[src/hw/rtl/svpwm_mmd_pkg.sv]
// Shared types, constants and the radix-16 divide step for the SVPWM duty pipeline.
package svpwm_mmd_pkg;

    // Item and lane geometry
    localparam int LANES   = 3;
    localparam int DATA_W  = 16;
    localparam int VOLT_W  = 33;   // phase voltage, 2^-24 V units
    localparam int COM_W   = 34;   // vmax + vmin
    localparam int NUM_W   = 37;   // duty numerator, signed
    localparam int DVS_W   = 17;   // divisor 2*B
    localparam int QSTEP   = 4;    // quotient bits resolved per stage
    localparam int LOW_W   = 12;   // numerator bits still to shift in after the first stage
    localparam int DIV_STG = 3;    // divide stages ahead of the output stage
    localparam int STAGES  = 7;    // total register stages

    // sqrt(3)/2 in Q16, held as a positive signed constant
    localparam logic signed [16:0] SQRT3_HALF_Q16 = 17'sd56756;
    localparam logic [DATA_W-1:0]  BUS_MIN        = 16'd256;
    localparam logic [DATA_W-1:0]  DUTY_MAX       = 16'hFFFF;

    typedef logic signed [VOLT_W-1:0] volt_t;
    typedef logic signed [COM_W-1:0]  com_t;
    typedef logic signed [NUM_W-1:0]  num_t;

    typedef struct packed {
        logic [DVS_W-1:0] rem;
        logic [QSTEP-1:0] qbits;
    } div_step_t;

    // Four restoring long-division steps: partial remainder stays below the divisor
    function automatic div_step_t div4(
        input logic [DVS_W-1:0] rem_in,
        input logic [QSTEP-1:0] bits_in,
        input logic [DVS_W-1:0] dvs
    );
        logic [DVS_W:0]   trial;
        logic [DVS_W-1:0] r;
        logic [QSTEP-1:0] q;
        div_step_t        res;
        r = rem_in;
        q = '0;
        for (int i = QSTEP - 1; i >= 0; i--)
        begin
            trial = {r, bits_in[i]};
            if (trial >= {1'b0, dvs})
            begin
                trial = trial - {1'b0, dvs};
                q[i]  = 1'b1;
            end
            r = trial[DVS_W-1:0];
        end
        res.rem   = r;
        res.qbits = q;
        return res;
    endfunction

endpackage

[src/hw/rtl/svpwm_min_max_duty.sv]
// SVPWM duty generator: inverse Clarke, min-max injection, bus normalization, pipelined.
//
//   channel   dir  handshake                    payload (low bit first)
//   s_axis    in   s_axis_tvalid/s_axis_tready  alpha_voltage, beta_voltage, bus_voltage
//   m_axis    out  m_axis_tvalid/m_axis_tready  duty_u, duty_v, duty_w
//
// Seven register stages: multiply, min/max, numerator, three divide stages of four
// quotient bits each, and an output stage with the last four bits and saturation.
// One item enters and one leaves per cycle when not stalled.
// Reset clears the stage valid bits only; payload registers are not reset.
// Each stage loads when it is empty or the stage after it moves, so bubbles close up
// and a stalled output holds its item while earlier stages keep filling.
module svpwm_min_max_duty
(
    input  logic        clk,
    input  logic        rst_n,
    input  logic        s_axis_tvalid,
    output logic        s_axis_tready,
    input  logic [47:0] s_axis_tdata,   // alpha_voltage[15:0], beta_voltage[31:16], bus_voltage[47:32]
    output logic        m_axis_tvalid,
    input  logic        m_axis_tready,
    output logic [47:0] m_axis_tdata    // duty_u[15:0], duty_v[31:16], duty_w[47:32]
);

    localparam int NL = svpwm_mmd_pkg::LANES;
    localparam int NS = svpwm_mmd_pkg::STAGES;
    localparam int ND = svpwm_mmd_pkg::DIV_STG;
    localparam int DW = svpwm_mmd_pkg::DATA_W;
    localparam int VW = svpwm_mmd_pkg::VOLT_W;
    localparam int CW = svpwm_mmd_pkg::COM_W;
    localparam int NW = svpwm_mmd_pkg::NUM_W;
    localparam int RW = svpwm_mmd_pkg::DVS_W;
    localparam int QS = svpwm_mmd_pkg::QSTEP;
    localparam int LW = svpwm_mmd_pkg::LOW_W;

    // Stage valid bits and per-stage advance
    logic [NS-1:0] vld_reg;
    logic [NS-1:0] adv;

    always_comb
    begin
        adv[NS-1] = ~vld_reg[NS-1] | m_axis_tready;
        for (int k = NS - 2; k >= 0; k--)
        begin
            adv[k] = ~vld_reg[k] | adv[k+1];
        end
    end

    assign s_axis_tready = adv[0];
    assign m_axis_tvalid = vld_reg[NS-1];

    always_ff @(posedge clk or negedge rst_n)
    begin
        if (!rst_n)
        begin
            vld_reg <= '0;
        end
        else
        begin
            if (adv[0])
            begin
                vld_reg[0] <= s_axis_tvalid;
            end
            for (int k = 1; k < NS; k++)
            begin
                if (adv[k])
                begin
                    vld_reg[k] <= vld_reg[k-1];
                end
            end
        end
    end

    // Stage 0: inverse Clarke products, bus clamp
    logic signed [DW-1:0]      alpha_s;
    logic signed [DW-1:0]      beta_s;
    svpwm_mmd_pkg::volt_t      alpha_half;
    svpwm_mmd_pkg::volt_t      beta_prod;
    svpwm_mmd_pkg::volt_t      s0_v_next [NL];
    logic [DW-1:0]             s0_bus_next;
    svpwm_mmd_pkg::volt_t      s0_v_reg  [NL];
    logic [DW-1:0]             s0_bus_reg;

    always_comb
    begin
        alpha_s      = $signed(s_axis_tdata[15:0]);
        beta_s       = $signed(s_axis_tdata[31:16]);
        alpha_half   = {{2{alpha_s[DW-1]}}, alpha_s, 15'b0};
        beta_prod    = beta_s * svpwm_mmd_pkg::SQRT3_HALF_Q16;
        s0_v_next[0] = {alpha_s[DW-1], alpha_s, 16'b0};
        s0_v_next[1] = beta_prod - alpha_half;
        s0_v_next[2] = (-beta_prod) - alpha_half;
        s0_bus_next  = (s_axis_tdata[47:32] < svpwm_mmd_pkg::BUS_MIN) ?
                       svpwm_mmd_pkg::BUS_MIN : s_axis_tdata[47:32];
    end

    always_ff @(posedge clk)
    begin
        if (adv[0])
        begin
            s0_v_reg   <= s0_v_next;
            s0_bus_reg <= s0_bus_next;
        end
    end

    // Stage 1: phase max and min, their sum
    svpwm_mmd_pkg::volt_t vmax;
    svpwm_mmd_pkg::volt_t vmin;
    svpwm_mmd_pkg::com_t  s1_com_next;
    svpwm_mmd_pkg::volt_t s1_v_reg [NL];
    svpwm_mmd_pkg::com_t  s1_com_reg;
    logic [DW-1:0]        s1_bus_reg;

    always_comb
    begin
        vmax = s0_v_reg[0];
        vmin = s0_v_reg[0];
        for (int l = 1; l < NL; l++)
        begin
            if (s0_v_reg[l] > vmax)
            begin
                vmax = s0_v_reg[l];
            end
            if (s0_v_reg[l] < vmin)
            begin
                vmin = s0_v_reg[l];
            end
        end
        s1_com_next = CW'(vmax) + CW'(vmin);
    end

    always_ff @(posedge clk)
    begin
        if (adv[1])
        begin
            s1_v_reg   <= s0_v_reg;
            s1_com_reg <= s1_com_next;
            s1_bus_reg <= s0_bus_reg;
        end
    end

    // Stage 2: numerator 2*v - (vmax+vmin) + 65537*B
    svpwm_mmd_pkg::num_t bus_term;
    svpwm_mmd_pkg::num_t s2_num_next [NL];
    svpwm_mmd_pkg::num_t s2_num_reg  [NL];
    logic [DW-1:0]       s2_bus_reg;

    always_comb
    begin
        bus_term = $signed({{(NW-DW-16){1'b0}}, s1_bus_reg, 16'b0})
                 + $signed({{(NW-DW){1'b0}}, s1_bus_reg});
        for (int l = 0; l < NL; l++)
        begin
            s2_num_next[l] = (NW'(s1_v_reg[l]) <<< 1) - NW'(s1_com_reg) + bus_term;
        end
    end

    always_ff @(posedge clk)
    begin
        if (adv[2])
        begin
            s2_num_reg <= s2_num_next;
            s2_bus_reg <= s1_bus_reg;
        end
    end

    // Stages 3..5: long division by 2*B, four quotient bits per stage
    logic [RW-1:0]           dv_rem_next [ND][NL];
    logic [DW-1:0]           dv_q_next   [ND][NL];
    logic [LW-1:0]           dv_low_next [ND][NL];
    logic                    dv_neg_next [ND][NL];
    logic                    dv_sat_next [ND][NL];
    logic [RW-1:0]           dv_dvs_next [ND];
    logic [RW-1:0]           dv_rem_reg  [ND][NL];
    logic [DW-1:0]           dv_q_reg    [ND][NL];
    logic [LW-1:0]           dv_low_reg  [ND][NL];
    logic                    dv_neg_reg  [ND][NL];
    logic                    dv_sat_reg  [ND][NL];
    logic [RW-1:0]           dv_dvs_reg  [ND];
    svpwm_mmd_pkg::div_step_t dv_step;
    svpwm_mmd_pkg::num_t      num_cur;

    always_comb
    begin
        for (int j = 0; j < ND; j++)
        begin
            for (int l = 0; l < NL; l++)
            begin
                if (j == 0)
                begin
                    // negative numerator gives zero; num >= B*2^17 gives full scale
                    num_cur           = s2_num_reg[l];
                    dv_dvs_next[j]    = {s2_bus_reg, 1'b0};
                    dv_neg_next[j][l] = num_cur[NW-1];
                    dv_sat_next[j][l] = ~num_cur[NW-1]
                                      && (num_cur[NW-2:17] >= (NW-18)'(s2_bus_reg));
                    dv_step           = svpwm_mmd_pkg::div4(num_cur[32:16], num_cur[15:12],
                                                            {s2_bus_reg, 1'b0});
                    dv_q_next[j][l]   = {{(DW-QS){1'b0}}, dv_step.qbits};
                    dv_low_next[j][l] = num_cur[LW-1:0];
                end
                else
                begin
                    num_cur           = '0;
                    dv_dvs_next[j]    = dv_dvs_reg[j-1];
                    dv_neg_next[j][l] = dv_neg_reg[j-1][l];
                    dv_sat_next[j][l] = dv_sat_reg[j-1][l];
                    dv_step           = svpwm_mmd_pkg::div4(dv_rem_reg[j-1][l],
                                            dv_low_reg[j-1][l][LW-1 -: QS], dv_dvs_reg[j-1]);
                    dv_q_next[j][l]   = {dv_q_reg[j-1][l][DW-QS-1:0], dv_step.qbits};
                    dv_low_next[j][l] = {dv_low_reg[j-1][l][LW-QS-1:0], {QS{1'b0}}};
                end
                dv_rem_next[j][l] = dv_step.rem;
            end
        end
    end

    always_ff @(posedge clk)
    begin
        for (int j = 0; j < ND; j++)
        begin
            if (adv[3+j])
            begin
                dv_rem_reg[j] <= dv_rem_next[j];
                dv_q_reg[j]   <= dv_q_next[j];
                dv_low_reg[j] <= dv_low_next[j];
                dv_neg_reg[j] <= dv_neg_next[j];
                dv_sat_reg[j] <= dv_sat_next[j];
                dv_dvs_reg[j] <= dv_dvs_next[j];
            end
        end
    end

    // Stage 6: last quotient bits and saturation into the output register
    svpwm_mmd_pkg::div_step_t out_step;
    logic [DW-1:0]            out_q;
    logic [DW-1:0]            duty_next [NL];
    logic [DW-1:0]            duty_reg  [NL];

    always_comb
    begin
        for (int l = 0; l < NL; l++)
        begin
            out_step = svpwm_mmd_pkg::div4(dv_rem_reg[ND-1][l],
                                           dv_low_reg[ND-1][l][LW-1 -: QS], dv_dvs_reg[ND-1]);
            out_q    = {dv_q_reg[ND-1][l][DW-QS-1:0], out_step.qbits};
            if (dv_neg_reg[ND-1][l])
            begin
                duty_next[l] = '0;
            end
            else if (dv_sat_reg[ND-1][l])
            begin
                duty_next[l] = svpwm_mmd_pkg::DUTY_MAX;
            end
            else
            begin
                duty_next[l] = out_q;
            end
        end
    end

    always_ff @(posedge clk)
    begin
        if (adv[NS-1])
        begin
            duty_reg <= duty_next;
        end
    end

    assign m_axis_tdata = {duty_reg[2], duty_reg[1], duty_reg[0]};

endmodule
[config.mk]
export PLATFORM = sky130hd
export DESIGN_NAME = svpwm_min_max_duty
export DESIGN_NICKNAME = d
export VERILOG_FILES = /design/src/hw/rtl/svpwm_mmd_pkg.sv /design/src/hw/rtl/svpwm_min_max_duty.sv
export SDC_FILE = /design/constraint.sdc
export NUM_CORES = 2
export LEC_CHECK = 0
export ABC_AREA = 1
export BUFFER_PORTS_ARGS = -buffer_cell sky130_fd_sc_hd__buf_2
export CELL_PAD_IN_SITES_DETAIL_PLACEMENT = 0
export CELL_PAD_IN_SITES_GLOBAL_PLACEMENT = 1
export CORE_UTILIZATION = 45
export CTS_CLUSTER_SIZE = 20
export DETAILED_ROUTE_END_ITERATION = 6
export PLACE_DENSITY_LB_ADDON = 0.1
export SYNTH_ARGS = -nofsm -noshare
export SYNTH_HDL_FRONTEND = slang
export SYNTH_SLANG_ARGS = --single-unit
[constraint.sdc]
create_clock -name clk -period 19 [get_ports clk]
set_input_delay 0 -clock clk [delete_from_list [all_inputs] [get_ports clk]]
set_output_delay 0 -clock clk [all_outputs]
set_load 0.05 [all_outputs]
# Word level (Yosys, flattened, before mapping)
# Memories as Yosys holds them, arrays and structs flattened.
# Index checks and enable logic that the tools add are counted.
dict set report totals {
  register_bits 409
  mem_count 6
  wordCells 268
  output_inout_bits 50
  ram_bits 474
}
# memory words word_bits read_ports rd_ports_with_merged_regs write_ports line
set mem_list {}
lappend mem_list {dv_rem_reg 3 51 3 0 3 svpwm_min_max_duty.sv:174} ;# logic [RW-1:0] dv_rem_reg [ND][NL];
lappend mem_list {dv_q_reg 3 48 3 0 3 svpwm_min_max_duty.sv:175} ;# logic [DW-1:0] dv_q_reg [ND][NL];
lappend mem_list {dv_low_reg 3 36 3 0 3 svpwm_min_max_duty.sv:176} ;# logic [LW-1:0] dv_low_reg [ND][NL];
lappend mem_list {dv_dvs_reg 3 17 3 0 3 svpwm_min_max_duty.sv:179} ;# logic [RW-1:0] dv_dvs_reg [ND];
lappend mem_list {dv_neg_reg 3 3 3 0 3 svpwm_min_max_duty.sv:177} ;# logic dv_neg_reg [ND][NL];
lappend mem_list {dv_sat_reg 3 3 3 0 3 svpwm_min_max_duty.sv:178} ;# logic dv_sat_reg [ND][NL];
dict set report classes {
  magnitude_cmp 56
  mux 106
  bitwise_logic 17
  multipliers 1
  addsub 56
  reduce_logical 3
}
# cell n
set op_table {}
lappend op_table {{greater-or-equal comparator 18 x 17 -> 1 bit} 48}
lappend op_table {{two-way mux 17 bit} 45}
lappend op_table {{subtractor 17 bit} 45}
lappend op_table {{two-way mux 33 bit} 4}
lappend op_table {{adder 35 x 34 -> 36 bit} 3}
lappend op_table {{subtractor 34 x 34 -> 35 bit} 2}
lappend op_table {{subtractor 33 x 31 -> 33 bit} 2}
lappend op_table {{greater-or-equal comparator 19 x 16 -> 1 bit} 3}
lappend op_table {{two-way mux 1 bit} 54}
lappend op_table {{two-way mux 16 bit} 3}
lappend op_table {{subtractor 33 x 34 -> 35 bit} 1}
lappend op_table {{adder 33 x 33 -> 34 bit} 1}
lappend op_table {{adder 32 x 16 -> 33 bit} 1}
lappend op_table {{greater-than comparator 33 x 32 -> 1 bit} 1}
lappend op_table {{greater-than comparator 33 bit} 1}
lappend op_table {{less-than comparator 33 x 32 -> 1 bit} 1}
lappend op_table {{less-than comparator 33 bit} 1}
lappend op_table {{negator 33 bit} 1}
lappend op_table {{multiplier 16 x 15 -> 31 bit, second input constant} 1}
lappend op_table {{less-than comparator 16 x 9 -> 1 bit, second input constant} 1}
lappend op_table {{inverter 1 bit} 10}
lappend op_table {{bitwise OR 1 bit} 7}
lappend op_table {{logical AND 1 bit} 3}

# Depth between registers and ports, before layout
# An unclocked memory read counts as a cell.
dict set report depth {
  word_depth 10
  ltp_mapped 64
  mapped_depth_nobuf 59
}

# Least setup slack after synthesis
# Ideal clock, no wire load.
dict set report synth_path {
  path_type {register to register}
  from {register vld_reg[6]}
  to {register s1_bus_reg[0] (enable)}
  slack_ps 4670
  setup_time_ps 478
  path_stages_with_launch 14
  period_less_slack_ps 14330
  required_ps 18522
  t_arrival_ps 13852
  cell_sequence {dfrtp_1 inv_1 nor2_1 inv_1 nor2_1 inv_1 nor2_1 inv_1 nor2_1 inv_1 nor2_1 inv_1 nor2_1 inv_1}
}
dict set report synth_via {
  elab_chain_len 7
}
# item line
set synth_rtl {}
lappend synth_rtl {{from (decl)} svpwm_min_max_duty.sv:37} ;# logic [NS-1:0] vld_reg;
lappend synth_rtl {{from (signal, indexed assignment)} svpwm_min_max_duty.sv:68} ;# vld_reg[k] <= vld_reg[k-1];
lappend synth_rtl {{inverter 1 bit} svpwm_min_max_duty.sv:42} ;# adv[NS-1] = ~vld_reg[NS-1] | m_axis_tready;
lappend synth_rtl {{bitwise OR 1 bit} svpwm_min_max_duty.sv:42}
lappend synth_rtl {{via adv[6]} svpwm_min_max_duty.sv:38} ;# logic [NS-1:0] adv;
lappend synth_rtl {{bitwise OR 1 bit} svpwm_min_max_duty.sv:45} ;# adv[k] = ~vld_reg[k] | adv[k+1];
lappend synth_rtl {{via adv[5]} svpwm_min_max_duty.sv:38}
lappend synth_rtl {{bitwise OR 1 bit} svpwm_min_max_duty.sv:45}
lappend synth_rtl {{via adv[4]} svpwm_min_max_duty.sv:38}
lappend synth_rtl {{bitwise OR 1 bit} svpwm_min_max_duty.sv:45}
lappend synth_rtl {{via adv[3]} svpwm_min_max_duty.sv:38}
lappend synth_rtl {{bitwise OR 1 bit} svpwm_min_max_duty.sv:45}
lappend synth_rtl {{via adv[2]} svpwm_min_max_duty.sv:38}
lappend synth_rtl {{bitwise OR 1 bit} svpwm_min_max_duty.sv:45}
lappend synth_rtl {{via adv[1]} svpwm_min_max_duty.sv:38}
lappend synth_rtl {{to (signal assigned)} svpwm_min_max_duty.sv:138} ;# s1_bus_reg <= s0_bus_reg;
lappend synth_rtl {{to (decl)} svpwm_min_max_duty.sv:112} ;# logic [DW-1:0] s1_bus_reg;
# The timed path passes the listed nets, and every way through them passes these cells.
# A chain may end at the register's enable or synchronous reset.

==> results.toml <==
[outcome]
status = "finished, final reports clean"

[synthesis]
synthFlopType = "edfxtp_1"
yosys_warnings = 0
synth.distinct_cells = 66
synth_nets = 13500
synth-seq-area-share_pct = 24.5
ys_ff_latch = 724
synth-edff-count = 717
synthesis.area_mm2 = 0.0885
synthCells = 12000
ys_async_sr_fraction_pct = 0.967
postSynthAreaPerCell_um2 = 7.40

[drt]
drt-vias-per-instance = 5.46
ant_nets = 0
routed-via-count = 81100
drc = 0
routed_wl_mm = 319
firstDrtPassIters = 6
drtIter0Drc = 6267
wl_per_cell_um = 21.5

[critical_path]
cp_max_fo = 23
endpoint_kind = "register"
ff2ff_path_depth = 53
path_delay_family = "simple AND/OR/NAND/NOR gates"
cp_slowest_cell = "nand3_1"
required_ps = 19470
cpPeakStageDelay_ps = 690
startpoint_type = "register"
crit_arrival_ps = 10700
regToRegStartpoint = "dv_dvs_reg[0][22]"
path_class = "reg2reg"
path_common_cell = "nand2_1"
worstReg2RegEnd = "dv_rem_reg[0][120]"
ff2ff_setup_slack_ps = 8770
worst-path-buf-inv = 8

[floorplan]
die_area_mm2 = 0.198
ios = 102
start_util_pct = 45.3
row_count = 162
core_area_mm2 = 0.195
die_w_um = 445
fp.dieH_um = 445

[placement]
port_buffers = 101
dp_hpwl_mm = 256
gp_congestion = 0.963

[finish]
area_growth_pct = 8.33
layout-drive-gt1-share_pct = 4.46
nNetsFinal = 13600
largest_reg_flops = 153
nFillCells = 19600

[cts]
cts.path.max_buffers = 3
cts_buffers = 90
htreeDepth = 3
cts_tree = "built"
cts_root_buffer = "clkbuf_16"
path_clk_slew_ps = 60
cts.sinks = 724
cts-resized-gates = 0
clock_latency_ps = 770

[timing]
tightestPinTransition_ps = 1100
tns_ps = 0
finalHoldViolations = 0
setup_viol = 0
post-route-min-period_ps = 10230
rsz0062_at_grt = "no"
min_period_over_period_pct = 53.9
timing.fmax_mhz = 97.7
fin_skew_ps = 72.6
maxSlewHeadroom_pct = 26.8
drv_slew = 0

[global_route]
grt_first_pass_wirelength_mm = 478
antenna_found_initial = 2
grt_pass1_vias = 77900
grt-ovfl-total = 0
grt_max_degree = 77
grt_use_total_pct = 31.7

[worst_hold_path]
hold_class = "in2reg"
hold_end = "s0_v_reg[97]"
hold_start = "s_axis_tdata[15]"
whs_path_depth = 2

[job]
max-cap-violations = 0
cells in the mapped netlist, drive strengths merged (12+ instances only):
master   instances  share of area (%)
a21o            76               0.64
buf            107               0.81
o21a            48               0.41
nor3           131               0.74
nand3b          41               0.35
inv           1623                6.9
a21oi          994                5.6
a221oi          12               0.12
nand4          105               0.74
a31oi           43               0.30
nor4            46               0.33
o211ai          28               0.24
a21boi          29               0.25
o2111ai         22               0.22
xor2           443                4.4
o21bai          68               0.59
edfxtp         717                 24
a211oi          15               0.13
o31ai           20               0.17
nor2           777                3.5
nand2         3269                 14
or2             46               0.33
xnor2          299                3.0
o21ai          832                4.8
nand3          626                3.8
clkbuf          43               0.18
ha            1204                 17
fa             240                5.4
layer usage:
layer	global-route usage (%)	part of all wire [%]
met1	41.0	44
met4	11.8	4.1
met2	53.9	47
met5	0	0.0053
met3	3.64	5.0
metrics by stage:
step	cells	setup WS, ps	hold WS, ps	util [%]	area (um2)
final	14900	8770	64.3	49.1	95900
after global routing	14900	7610	53.5	49.1	95900
after CTS	14900	8730	14.6	49.1	95900
after detailed placement	14600	8770	-124	47.2	92100
after global placement	14600	8950	-120	47.2	92100
after floorplan	12000	4670	-296	-	88500
layout make-up:
cell class / count / area [um2] / area share [%]
multi-input cells: 9466 / 59800 / 62.4
diodes: 5 / 12.5 / 0.0131
clock buffers: 104 / 2310 / 2.41
clock inverters: 62 / 885 / 0.923
inverters: 1624 / 6120 / 6.38
flip-flops and latches: 724 / 21700 / 22.6
repair buffers: 247 / 1740 / 1.81
well taps: 2624 / 3280 / 3.42
cells in the final DEF, fill, tap and decap left out, drive strengths merged, types with 4 or more instances in the layout:
cell         synthesis  routed
nand3              626     626
ha                1204    1204
o31ai               20      20
xor2               443     443
o21a                48      48
fa                 240     240
buf                107     192
bufinv               0      14
dlygate4sd3          0      55
a21oi              994     994
o21bai              68      68
nand4              105     105
diode                0       5
nand3b              41      41
o211ai              28      28
clkinvlp             0      14
a31oi               43      43
nor2               777     777
edfxtp             717     717
nand2             3269    3269
o2111ai             22      22
nor3               131     131
a221oi              12      12
clkbuf              43     104
nor4                46      46
o221ai               9       9
a31o                 4       4
xnor2              299     299
dfrtp                7       7
and2                11      11
a21o                76      76
a211oi              15      15
o21ai              832     832
inv               1623    1631
clkinv               1      27
or2                 46      46
a21boi              29      29
and3                 8       8
how the worst max path moves through the flow:
stage | from | end | slack (ps) | depth (start not counted)
global route | dv_dvs_reg[0][22] | dv_rem_reg[0][126] | 7610 | 54
finish | dv_dvs_reg[0][22] | dv_rem_reg[0][120] | 8770 | 53
floorplan | vld_reg[6] | s1_bus_reg[0] | 4670 | 13
detailed placement | dv_dvs_reg[0][22] | dv_rem_reg[0][126] | 8770 | 53
global placement | dv_dvs_reg[0][22] | dv_rem_reg[0][120] | 8950 | 54
CTS | dv_dvs_reg[0][22] | dv_rem_reg[0][120] | 8730 | 53
what timing repair did:
| action | CTS | global route |
|---|---|---|
| hold buffers | 55 | 0 |
| setup endpoints to repair | 0 | 0 |
| buffers inserted | 0 | 0 |
| hold endpoints to repair | 72 | 0 |
worst reg2reg max path, delay by kind of cell, from the launching register on:
kind / cells / cell delay, ps
buffers and inverters: 8 / 1770
flip-flops: 1 / 390
AO/OA/AOI/OAI: 8 / 1750
AND/OR/NAND/NOR: 33 / 4730
adder cells (fa/ha/maj): 4 / 1320
cell families after synthesis:
logic type / Yosys count / synth area share, %
compound gates: 2213 / 13.7
xor+xnor: 742 / 7.34
fa+ha+maj: 1444 / 22.5
buf+inv: 1774 / 7.89
flops: 724 / 24.5
simple gates: 5067 / 24.0
Power is not shown: default switching activity piles up to over one toggle a cycle in this logic, so the estimate is an artifact.
